**config.mk**
```make
export PLATFORM = sky130hd
export DESIGN_NAME = aabb_collision_table_unit
export DESIGN_NICKNAME = d
export VERILOG_FILES = /design/src/design/aabb_ct_pkg.sv /design/src/design/aabb_ct_cell.sv /design/src/design/aabb_ct_match.sv /design/src/design/aabb_collision_table_unit.sv
export SDC_FILE = /design/constraint.sdc
export NUM_CORES = 2
export LEC_CHECK = 0
export BUFFER_PORTS_ARGS = -buffer_cell sky130_fd_sc_hd__buf_2
export CORE_MARGIN = 4
export CORE_UTILIZATION = 25
export CTS_CLUSTER_SIZE = 14
export DETAILED_ROUTE_END_ITERATION = 16
export PLACE_DENSITY = 0.47
export SLEW_MARGIN = 30
export SYNTH_ARGS = -nofsm -noshare
export SYNTH_HDL_FRONTEND = slang
export SYNTH_SLANG_ARGS = --single-unit
```
**constraint.sdc**
```tcl
create_clock -name i_clk -period 14.3 [get_ports i_clk]
set_clock_uncertainty 0.05 [all_clocks]
set_input_delay 0.715 -clock i_clk [delete_from_list [all_inputs] [get_ports i_clk]]
set_output_delay 0.715 -clock i_clk [all_outputs]
set_load 0.01 [all_outputs]
```
**src/design/aabb_ct_pkg.sv**
```systemverilog
package aabb_ct_pkg;

    // stream payload widths
    localparam int unsigned S_TDATA_W = 80;   // 78 bits of fields, padded to bytes
    localparam int unsigned S_TUSER_W = 2;
    localparam int unsigned M_TDATA_W = 16;
    localparam int unsigned M_TUSER_W = 3;

    localparam int unsigned ID_W   = 16;
    localparam int unsigned POS_W  = 16;
    localparam int unsigned SIZE_W = 15;
    localparam int unsigned EDGE_W = 18;      // wide enough for pos + size without overflow

    typedef enum logic [1:0] {
        OP_ADD    = 2'd0,
        OP_REMOVE = 2'd1,
        OP_CHECK  = 2'd2,
        OP_NOP    = 2'd3
    } t_opcode;

    typedef enum logic [1:0] {
        ST_DONE      = 2'd0,
        ST_DUP       = 2'd1,
        ST_NOT_FOUND = 2'd2,
        ST_FULL      = 2'd3
    } t_status;

    typedef enum logic [1:0] {
        S_IDLE,
        S_SCAN,
        S_FINISH
    } t_state;

    typedef struct packed {
        logic        [ID_W-1:0]   handle;
        logic signed [POS_W-1:0]  pos_x;
        logic signed [POS_W-1:0]  pos_y;
        logic        [SIZE_W-1:0] size_x;
        logic        [SIZE_W-1:0] size_y;
    } t_entry;

    // per-cell control
    typedef struct packed {
        logic shift;   // take neighbor's entry
        logic load;    // take the new entry
    } t_cell_ctl;

    // head compare result
    typedef struct packed {
        logic same_id;
        logic overlap;
    } t_match;

endpackage

```
**src/design/aabb_ct_cell.sv**
```systemverilog
module aabb_ct_cell (
    input  logic                  i_clk,
    input  aabb_ct_pkg::t_cell_ctl i_ctl,
    input  aabb_ct_pkg::t_entry   i_next,
    input  aabb_ct_pkg::t_entry   i_load_entry,
    output aabb_ct_pkg::t_entry   o_entry
);
    import aabb_ct_pkg::*;

    t_entry r_entry;

    // payload only, contents are meaningless above the fill count
    always_ff @(posedge i_clk) begin
        if (i_ctl.load) begin
            r_entry <= i_load_entry;
        end else if (i_ctl.shift) begin
            r_entry <= i_next;
        end
    end

    assign o_entry = r_entry;

endmodule

```
**src/design/aabb_ct_match.sv**
```systemverilog
module aabb_ct_match (
    input  aabb_ct_pkg::t_entry i_query,
    input  aabb_ct_pkg::t_entry i_head,
    output aabb_ct_pkg::t_match o_match
);
    import aabb_ct_pkg::*;

    logic signed [EDGE_W-1:0] q_left, q_right, q_top, q_bottom;
    logic signed [EDGE_W-1:0] h_left, h_right, h_top, h_bottom;

    always_comb begin
        q_left   = EDGE_W'(i_query.pos_x);
        q_top    = EDGE_W'(i_query.pos_y);
        q_right  = q_left + $signed({3'b000, i_query.size_x});
        q_bottom = q_top  + $signed({3'b000, i_query.size_y});
        h_left   = EDGE_W'(i_head.pos_x);
        h_top    = EDGE_W'(i_head.pos_y);
        h_right  = h_left + $signed({3'b000, i_head.size_x});
        h_bottom = h_top  + $signed({3'b000, i_head.size_y});

        o_match.same_id = (i_query.handle == i_head.handle);
        // strict overlap on both axes
        o_match.overlap = (q_left < h_right) && (q_right > h_left) &&
                          (q_top < h_bottom) && (q_bottom > h_top);
    end

endmodule

```
**src/design/aabb_collision_table_unit.sv**
```systemverilog
// Sequence: a request is taken in IDLE, the ring of cells rotates once past the head comparator
//   in SCAN, SCAN then sees the scan end and a FINISH state writes the final result.
// A new request is taken only after the previous one has finished and the unit is back in IDLE;
//   output back-pressure stalls the ring rotation and the FINISH state.
// A check hit is held until the next hit or the end of the scan shows whether it is last.
// Reset: synchronous active-low; clears control, fill count and output valid; entries keep data.
module aabb_collision_table_unit #(
    parameter int unsigned TABLE_DEPTH = 32   // 1..64
) (
    input  logic                                 i_clk,
    input  logic                                 i_rst_n,
    // request: opcode in tuser
    input  logic                                 i_s_tvalid,
    output logic                                 o_s_tready,
    // [15:0] collider_id, [31:16] pos_x, [47:32] pos_y, [62:48] size_x,
    // [77:63] size_y, [79:78] zero
    input  logic [aabb_ct_pkg::S_TDATA_W-1:0]    i_s_tdata,
    // [1:0] opcode
    input  logic [aabb_ct_pkg::S_TUSER_W-1:0]    i_s_tuser,
    // results
    output logic                                 o_m_tvalid,
    input  logic                                 i_m_tready,
    // [15:0] hit_id
    output logic [aabb_ct_pkg::M_TDATA_W-1:0]    o_m_tdata,
    // [1:0] status, [2] hit_valid
    output logic [aabb_ct_pkg::M_TUSER_W-1:0]    o_m_tuser,
    output logic                                 o_m_tlast
);
    import aabb_ct_pkg::*;

    localparam int unsigned CNTW = $clog2(TABLE_DEPTH + 1);
    localparam logic [CNTW-1:0] DEPTH_C = CNTW'(TABLE_DEPTH);

    // ------------------------------------------------------------------
    // Registers
    // ------------------------------------------------------------------
    t_state          r_state, n_state;
    t_opcode         r_op;
    t_entry          r_query;
    logic [CNTW-1:0] r_step;     // head index during rotation
    logic [CNTW-1:0] r_count;    // number of valid entries
    logic            r_found;    // handle seen (add / remove)
    logic [CNTW-1:0] r_loc;      // index of the first matching handle
    logic            r_pend_valid;
    logic [ID_W-1:0] r_pend_id;  // latest hit, held until we know if it is last

    logic            r_out_valid;
    t_status         r_out_status;
    logic            r_out_hit;
    logic [ID_W-1:0] r_out_id;
    logic            r_out_last;

    // ------------------------------------------------------------------
    // Cell chain: cell k takes cell k+1, the head (cell 0) wraps to the tail.
    // Full rotation for scans, partial shift (k >= loc) closes a gap on remove.
    // ------------------------------------------------------------------
    t_entry    entries [TABLE_DEPTH];
    t_match    head_match;

    logic      rot_all;
    logic      compact;
    logic      do_load;

    generate
        for (genvar k = 0; k < TABLE_DEPTH; k++) begin : g_cell
            t_cell_ctl cell_ctl;
            always_comb begin
                cell_ctl.shift = rot_all || (compact && (CNTW'(k) >= r_loc));
                cell_ctl.load  = do_load && (r_count == CNTW'(k));
            end
            aabb_ct_cell u_cell (
                .i_clk        (i_clk),
                .i_ctl        (cell_ctl),
                .i_next       (entries[(k + 1) % TABLE_DEPTH]),
                .i_load_entry (r_query),
                .o_entry      (entries[k])
            );
        end
    endgenerate

    aabb_ct_match u_match (
        .i_query (r_query),
        .i_head  (entries[0]),
        .o_match (head_match)
    );

    // ------------------------------------------------------------------
    // Decode
    // ------------------------------------------------------------------
    logic    s_accept;
    logic    out_free;
    logic    in_range;
    logic    hit_sel;
    logic    match_sel;
    logic    scan_done;

    assign s_accept  = i_s_tvalid && o_s_tready;
    assign out_free  = !r_out_valid || i_m_tready;
    assign in_range  = (r_step < r_count);
    assign scan_done = (r_step == DEPTH_C);
    assign hit_sel   = in_range && (r_op == OP_CHECK) && !head_match.same_id &&
                       head_match.overlap;
    assign match_sel = in_range && head_match.same_id && !r_found;

    // ------------------------------------------------------------------
    // Next state
    // ------------------------------------------------------------------
    always_comb begin
        n_state = r_state;
        unique case (r_state)
            S_IDLE: begin
                if (s_accept) n_state = S_SCAN;
            end
            S_SCAN: begin
                if (scan_done) n_state = S_FINISH;
            end
            S_FINISH: begin
                if (out_free) n_state = S_IDLE;
            end
            default: n_state = S_IDLE;
        endcase
    end

    // ------------------------------------------------------------------
    // State outputs: ring control and result push
    // ------------------------------------------------------------------
    logic            advance;
    logic            push;
    t_status         push_status;
    logic            push_hit;
    logic [ID_W-1:0] push_id;
    logic            push_last;
    logic            count_inc;
    logic            count_dec;

    always_comb begin
        o_s_tready  = 1'b0;
        advance     = 1'b0;
        rot_all     = 1'b0;
        compact     = 1'b0;
        do_load     = 1'b0;
        push        = 1'b0;
        push_status = ST_DONE;
        push_hit    = 1'b0;
        push_id     = '0;
        push_last   = 1'b1;
        count_inc   = 1'b0;
        count_dec   = 1'b0;
        unique case (r_state)
            S_IDLE: begin
                o_s_tready = 1'b1;
            end
            S_SCAN: begin
                // stall the ring while a result cannot be stored
                if (!scan_done && out_free) begin
                    advance = 1'b1;
                    rot_all = 1'b1;
                    // a new hit releases the previous one as not-last
                    if (hit_sel && r_pend_valid) begin
                        push      = 1'b1;
                        push_hit  = 1'b1;
                        push_id   = r_pend_id;
                        push_last = 1'b0;
                    end
                end
            end
            S_FINISH: begin
                if (out_free) begin
                    push = 1'b1;
                    case (r_op)
                        OP_ADD: begin
                            if (r_found) begin
                                push_status = ST_DUP;
                            end else if (r_count == DEPTH_C) begin
                                push_status = ST_FULL;
                            end else begin
                                do_load   = 1'b1;
                                count_inc = 1'b1;
                            end
                        end
                        OP_REMOVE: begin
                            if (!r_found) begin
                                push_status = ST_NOT_FOUND;
                            end else begin
                                compact   = 1'b1;
                                count_dec = 1'b1;
                            end
                        end
                        OP_CHECK: begin
                            push_hit = r_pend_valid;
                            push_id  = r_pend_valid ? r_pend_id : '0;
                        end
                        default: begin
                        end
                    endcase
                end
            end
            default: begin
            end
        endcase
    end

    // ------------------------------------------------------------------
    // Control registers
    // ------------------------------------------------------------------
    always_ff @(posedge i_clk) begin
        if (!i_rst_n) begin
            r_state      <= S_IDLE;
            r_count      <= '0;
            r_pend_valid <= 1'b0;
            r_found      <= 1'b0;
            r_step       <= '0;
            r_out_valid  <= 1'b0;
        end else begin
            r_state <= n_state;

            if (s_accept) begin
                r_step       <= '0;
                r_found      <= 1'b0;
                r_pend_valid <= 1'b0;
            end else if (advance) begin
                r_step <= r_step + 1'b1;
                if (match_sel) r_found <= 1'b1;
                if (hit_sel) r_pend_valid <= 1'b1;
            end

            if (count_inc) begin
                r_count <= r_count + 1'b1;
            end else if (count_dec) begin
                r_count <= r_count - 1'b1;
            end

            if (push) begin
                r_out_valid <= 1'b1;
            end else if (i_m_tready) begin
                r_out_valid <= 1'b0;
            end
        end
    end

    // ------------------------------------------------------------------
    // Payload registers
    // ------------------------------------------------------------------
    always_ff @(posedge i_clk) begin
        if (s_accept) begin
            r_op           <= t_opcode'(i_s_tuser[1:0]);
            r_query.handle <= i_s_tdata[15:0];
            r_query.pos_x  <= $signed(i_s_tdata[31:16]);
            r_query.pos_y  <= $signed(i_s_tdata[47:32]);
            r_query.size_x <= i_s_tdata[62:48];
            r_query.size_y <= i_s_tdata[77:63];
        end
        if (advance && match_sel) r_loc <= r_step;
        if (advance && hit_sel) r_pend_id <= entries[0].handle;
        if (push) begin
            r_out_status <= push_status;
            r_out_hit    <= push_hit;
            r_out_id     <= push_id;
            r_out_last   <= push_last;
        end
    end

    assign o_m_tvalid = r_out_valid;
    assign o_m_tdata  = r_out_id;
    assign o_m_tuser  = {r_out_hit, r_out_status};
    assign o_m_tlast  = r_out_last;

endmodule
```
* Word level (Yosys, flattened, before mapping)
Cells that the tools add are included.
** Word-level totals
- Input bits :: 86
- Memories :: 0
- Logic and storage cells :: 523
- Output and inout port bits :: 22
- Flip-flop bits (word level) :: 2635
- Bits in writable memories :: 0
- Memory bits (read-only) :: 0
- Bits in latches :: 0
** Operators by class
- Magnitude comparators :: 37
- Eq/ne operators :: 41
- Shift operators :: 0
- Multipliers :: 0
- Reductions and logical operators :: 157
- Muxes and demuxes :: 102
- Bitwise operators :: 1
- Div/mod/pow operators :: 0
- $add $sub $neg :: 7
** Operator list (number)
- $mux W78 :: 64
- $eq A6 B5 Y1 const B :: 16
- $ge A5 B6 Y1 const A :: 16
- $mux W16 :: 5
- $logic_and A1 B1 Y1 :: 77
- $add A16 B16 Y17 :: 4
- $reduce_bool A2 Y1 :: 34
- $eq A6 B4 Y1 const B :: 8
- $ge A4 B6 Y1 const A :: 8
- $gt A17 B16 Y1 :: 2
- $lt A16 B17 Y1 :: 2
- $logic_or A1 B1 Y1 :: 33
- $pmux W16 S2 :: 1
- $eq A6 B3 Y1 const B :: 4
- $ge A3 B6 Y1 const A :: 4
- $mux W1 :: 20
- $eq A16 B16 Y1 :: 1
- $add A6 B1 Y6 const B :: 2
- $eq A6 B2 Y1 const B :: 2
- $eq A6 B6 Y1 const B :: 2
- $ge A1 B6 Y1 const A :: 2
- $ge A2 B6 Y1 const A :: 2
- $mux W2 :: 6
- $mux W6 :: 2
- other kinds (16) :: 28

* Depth between registers and ports, before layout
- Word-level depth :: 11
- Depth in mapped cells :: 21
- Mapped depth without buffers :: 20

* By module
Synthesis repeated with hierarchy kept, for this count alone.
** Second synthesis, totals
- Cell total of the unflattened synthesis :: 6316
- Area total of the unflattened synthesis :: 116304.0 µm²
** Modules (own cells, without submodules)
- aabb_ct_cell :: times used 32, seq. area each 2342.2 µm², cells an instance 166, area each 3324.4 µm²
- aabb_collision_table_unit :: times used 1, seq. area each 4003.8 µm², cells an instance 431, area each 5624.1 µm²
- aabb_ct_match :: times used 1, seq. area each 0.0 µm², cells an instance 573, area each 4297.9 µm²

* Worst setup path after synthesis
No wires, ideal clock.
- Path type :: input port to flip-flop
- Start point :: input i_m_tready
- End point :: register g_cell[22].u_cell.r_entry (netlist bit g_cell[22].u_cell.o_entry[0]), enable pin
- Setup time :: 782 ps
- Path buffers :: 1
- Stages on the path :: 8
- Arrival :: 10619 ps
- Path slack :: 2849 ps
- Data required time :: 13468 ps
- Path through :: nand2b_1 nand2_1 nor2_1 nand3_1 nor2_1 clkbuf_1 nand2_1 o311ai_0
** Between the ends
- Word-level cells in the longest chain between the ends :: 6
- Elaborated cells between the ends (all ways) :: 12
- Those cells by class :: mux: 6; reduce/logical: 6
** RTL lines
- start, declared :: line aabb_collision_table_unit.sv:22 : input logic i_m_tready,
- $logic_or A1 B1 Y1 * :: line aabb_collision_table_unit.sv:98 : assign out_free = !r_out_valid || i_m_tready;
- $logic_and A1 B1 Y1 / $mux W1 (equally long branches) :: line aabb_collision_table_unit.sv:155, aabb_collision_table_unit.sv:168
- $mux W1, on equally long branches :: line aabb_collision_table_unit.sv:155, aabb_collision_table_unit.sv:149
- $mux W1 / $logic_and A1 B1 Y1 (equally long branches) :: line aabb_collision_table_unit.sv:149, aabb_collision_table_unit.sv:68
- $logic_or A1 B1 Y1 :: line aabb_collision_table_unit.sv:68 : cell_ctl.shift = rot_all || (compact && (CNTW'(k) >= r_loc));
- $reduce_bool A2 Y1 (no line) *
- end signal, assigned :: line aabb_ct_cell.sv:15 : r_entry <= i_load_entry;
- end signal, assigned :: line aabb_ct_cell.sv:17 : r_entry <= i_next;
- end, declared :: line aabb_ct_cell.sv:10 : t_entry r_entry;
Every way passes the cells marked *; elsewhere a longest branch is shown, timed or not.
A chain may end at the register's enable or synchronous reset.

* Worst setup path after layout
- Start point :: register r_query[15] (netlist name)
- End point :: register r_out_id[4] (netlist: o_m_tdata[4]), enable pin
** Between the ends
- Word-level cells in the longest chain between the ends :: 10
** RTL lines
- start, declared :: line aabb_collision_table_unit.sv:39 : t_entry r_query;
- $add A16 B16 Y17 :: line aabb_ct_match.sv:14 : q_right = q_left + $signed({3'b000, i_query.size_x});
- $gt A17 B16 Y1 :: line aabb_ct_match.sv:23 : o_match.overlap = (q_left < h_right) && (q_right > h_left) &&
- $logic_and A1 B1 Y1 (2 in series) :: line aabb_ct_match.sv:23
- $logic_and A1 B1 Y1 :: line aabb_ct_match.sv:24 : (q_top < h_bottom) && (q_bottom > h_top);
- $logic_and A1 B1 Y1 :: line aabb_collision_table_unit.sv:101 : assign hit_sel = in_range && (r_op == OP_CHECK) && !head_match.same_id &&
- $logic_and A1 B1 Y1 :: line aabb_collision_table_unit.sv:159 : if (hit_sel && r_pend_valid) begin
- $mux W1 :: line aabb_collision_table_unit.sv:159
- $mux W1 :: line aabb_collision_table_unit.sv:155 : if (!scan_done && out_free) begin
- $pmux W1 S2 :: line aabb_collision_table_unit.sv:149 : unique case (r_state)
- via push :: line aabb_collision_table_unit.sv:128 : logic push;
- end signal, assigned :: line aabb_collision_table_unit.sv:258 : r_out_id <= push_id;
- end, declared :: line aabb_collision_table_unit.sv:50 : logic [ID_W-1:0] r_out_id;
The timed path passes the listed nets, and every way through them passes these cells.

==> qor.yml <==
routing:
  vias: 60250
  wirelength_mm: 349.1
  wire_per_inst_um: 26.44
  drcViolationCount: 0
  drtIter0Drc: 4632
  via_per_inst: 4.563
  dr.pass1.iters: 5
  ant_nets: 0
floorplan:
  ioPinCount: 108
  dieArea_um2: 471300
  floorplan.initialDensity_pct: 25.16
  die_w_um: 686.5
  rows: 248
  fp.dieH_um: 686.5
  core_region_area_um2: 457400
worst_setup_path:
  end_kind: "flop"
  critPathArrivalTime_ns: 7.39
  rr_worst_depth: 20
  crit_type: "reg2reg"
  start_kind: "flop"
  required_ns: 14.76
  path_max_fanout: 33
yosys:
  synth_edf_count: 2618
  ys_types: 61
  avgSynthCellArea_um2: 17.14
  ys_seq_area_share_pct: 68.60
  ys_warn_count: 0
  synthArstFlopShare_pct: 0
  synth_nets: 6946
  dominantRegCellSynth: "edfxtp_1"
  synth_area_um2: 115100
  syn_inst: 6715
  synth_seq_cells: 2635
timing:
  slew_violations: 0
  setup_viol: 0
  max_slew_margin_pct: 31.67
  final.period_utilization_pct: 48.48
  fin_crit_ns: 6.933
  rsz0062_at_grt: "no"
  hold_violations: 0
  tightest_slew_ns: 1.025
  holdWs_ns: 0.06680
  max_freq_ghz: 0.1442
  tns_ns: 0
cts:
  cts_tree: "yes"
  cts-resized-gates: 0
  cts_max_path_buffers: 4
  numCtsBuffers: 293
  clock_sinks: 2635
  cts_root_buf: "clkbuf_16"
  cts_setup_buffers: 0
  path_clk_slew_ns: 0.07
  insertion_delay_ns: 0.91
  cts.htree.levels: 5
global_route:
  overflow: 0
  grt_max_degree: 85
  grt_pass1_vias: 62220
  antenna_found_initial: 19
  grt_pass1_wl_mm: 493.3
  grt_util_all_layers_pct: 14.42
cells_and_area:
  drive_gt1_share_pct: 43.67
  finalNetCount: 7071
  area_growth_pct: 15.09
place:
  place_congestion: 0.8216
  dpl.hpwl_mm: 193.4
  portBuffers: 105
pwr:
  ir_worst_vdd_uv: 87.29
  p_per_area_nw_per_um2: 147.1
  p_leak_uw: 0.04497
min_path:
  hold_path.class: "in2reg"
  worstHoldPathCells: 1
job:
  cap_violations: 0
run_status:
  run_status: "complete, no violations"
-- cells in the final DEF (no fill, tap or decap), types with 28 or more instances in the layout --
cell and count:
edfxtp_1 2618, dlygate4sd3_1 66, o21ai_0 230, xnor2_1 41, clkinv_1 70, xor2_1 32
clkbuf_16 296, ha_1 141, a21o_1 28, buf_4 181, buf_2 105, clkinv_2 43
nand2_4 42, nand2_1 249, clkbuf_1 75, mux2_2 2304, nor2_1 74, nor3_1 32
a21oi_1 62, inv_1 72
-- kinds of logic (layout without fill, tap and decap cells) --
logic type	Yosys count	after routing	share of synthesized area [%]
flip-flops	2635	2635	68.60
AO/OA/AOI/OAI	402	402	2.010
multiplexers	2306	2306	22.56
AND/OR/NAND/NOR	536	536	2.074
adder cells (fa/ha/maj)	145	145	1.602
XOR/XNOR	73	73	0.5555
buffers and inverters	618	976	2.596
other	0	6	0
-- per-stage QoR --
step	cells	total power, uW	utilization (%)	instance area [um2]	worst slack, ns
floorplan	6715	11410	-	115100	2.849
finish	13200	19490	28.96	132500	7.367
detailed placement	12600	12370	26.85	122800	7.361
global route	13200	20260	28.96	132500	7.091
CTS	13200	19750	28.96	132400	7.284
global placement	12600	12360	26.81	122600	7.325
-- final timing paths --
kind / startpoint / endpoint / slack [ns]
worst min register to register: r_pend_valid / o_m_tlast / 0.42
worst max-delay path: r_query[15] / o_m_tdata[4] / 7.37
worst min-delay path: i_s_tdata[70] / r_query[7] / 0.07
worst max register to register: r_query[15] / o_m_tdata[4] / 7.37
-- cells in the mapped netlist, types with 11 or more instances --
cell | n | area (um2)
nor2_1 | 74 | 277.8
o21ai_0 | 232 | 1161
buf_4 | 129 | 968.4
a21oi_1 | 62 | 310.3
a211oi_1 | 11 | 82.58
nand4_1 | 13 | 81.33
xor2_1 | 32 | 280.3
nand2_1 | 293 | 1100
mux2_2 | 2304 | 25940
a31oi_1 | 13 | 81.33
nand3_1 | 41 | 205.2
nor3_1 | 34 | 170.2
dfxtp_1 | 17 | 340.3
a21o_1 | 28 | 210.2
buf_2 | 135 | 675.7
clkbuf_1 | 275 | 1032
xnor2_1 | 41 | 359.1
edfxtp_1 | 2618 | 78620
inv_1 | 75 | 281.5
ha_1 | 141 | 1764
-- layout make-up --
cell class              count  area (um2)
inverters                  76       285.3
fillers                 45340      324900
multi-input cells        3462       33750
clock inverters           157        1267
diodes                      6       15.01
flip-flops and latches   2635       78960
repair buffers            372        2838
well taps                6125        7664
clock buffers             371        7689
-- flip-flops by register name, indices dropped and copies added (netlist names), 2 cells and up --
| name | cells |
|---|---|
| g_cell.u_cell.o_entry | 2496 |
| o_m_tdata | 16 |
| r_count | 6 |
| r_loc | 6 |
| r_op | 2 |
| r_out_status | 2 |
| r_pend_id | 16 |
| r_query | 78 |
| r_state | 2 |
| r_step | 6 |
-- repair_timing --
item	CTS	global route
hold buffers	66	0
endpoints found under the hold margin	66	0
endpoints found under the setup margin	0	0
-- critical path: stages (launching register included) --
cell and delay [ns]:
edfxtp_1 0.32, buf_4 0.35, ha_1 0.27, inv_1 0.06, fa_1 0.41, nor2b_1 0.13, o21a_1 0.18, o21ai_0 0.15
a211o_1 0.34, a311oi_1 0.34, o21a_1 0.17, o21ai_0 0.10, and3b_1 0.22, ha_1 0.33, o22ai_1 0.26, a211oi_1 0.25
o21ai_0 0.16, or4_4 0.55, nor4_4 0.73, nand3_1 0.25, nand2_2 0.74
-- routing by layer --
layer  GRT usage (%)  part of all wire (%)  vias up
met1           18.99                    44    32280
met2           24.85                    49     1357
met5               0                0.0074        -
met3           1.870                   4.3      424
li1                -                     -    26180
met4           3.908                   2.9        4
-- report_power, final --
group	switching (uW)	internal (uW)	total [uW]
clock	3240	4040	7280
sequential	243	9650	9890
combinational	1540	775	2320
Power figures use the tool's default switching activity.
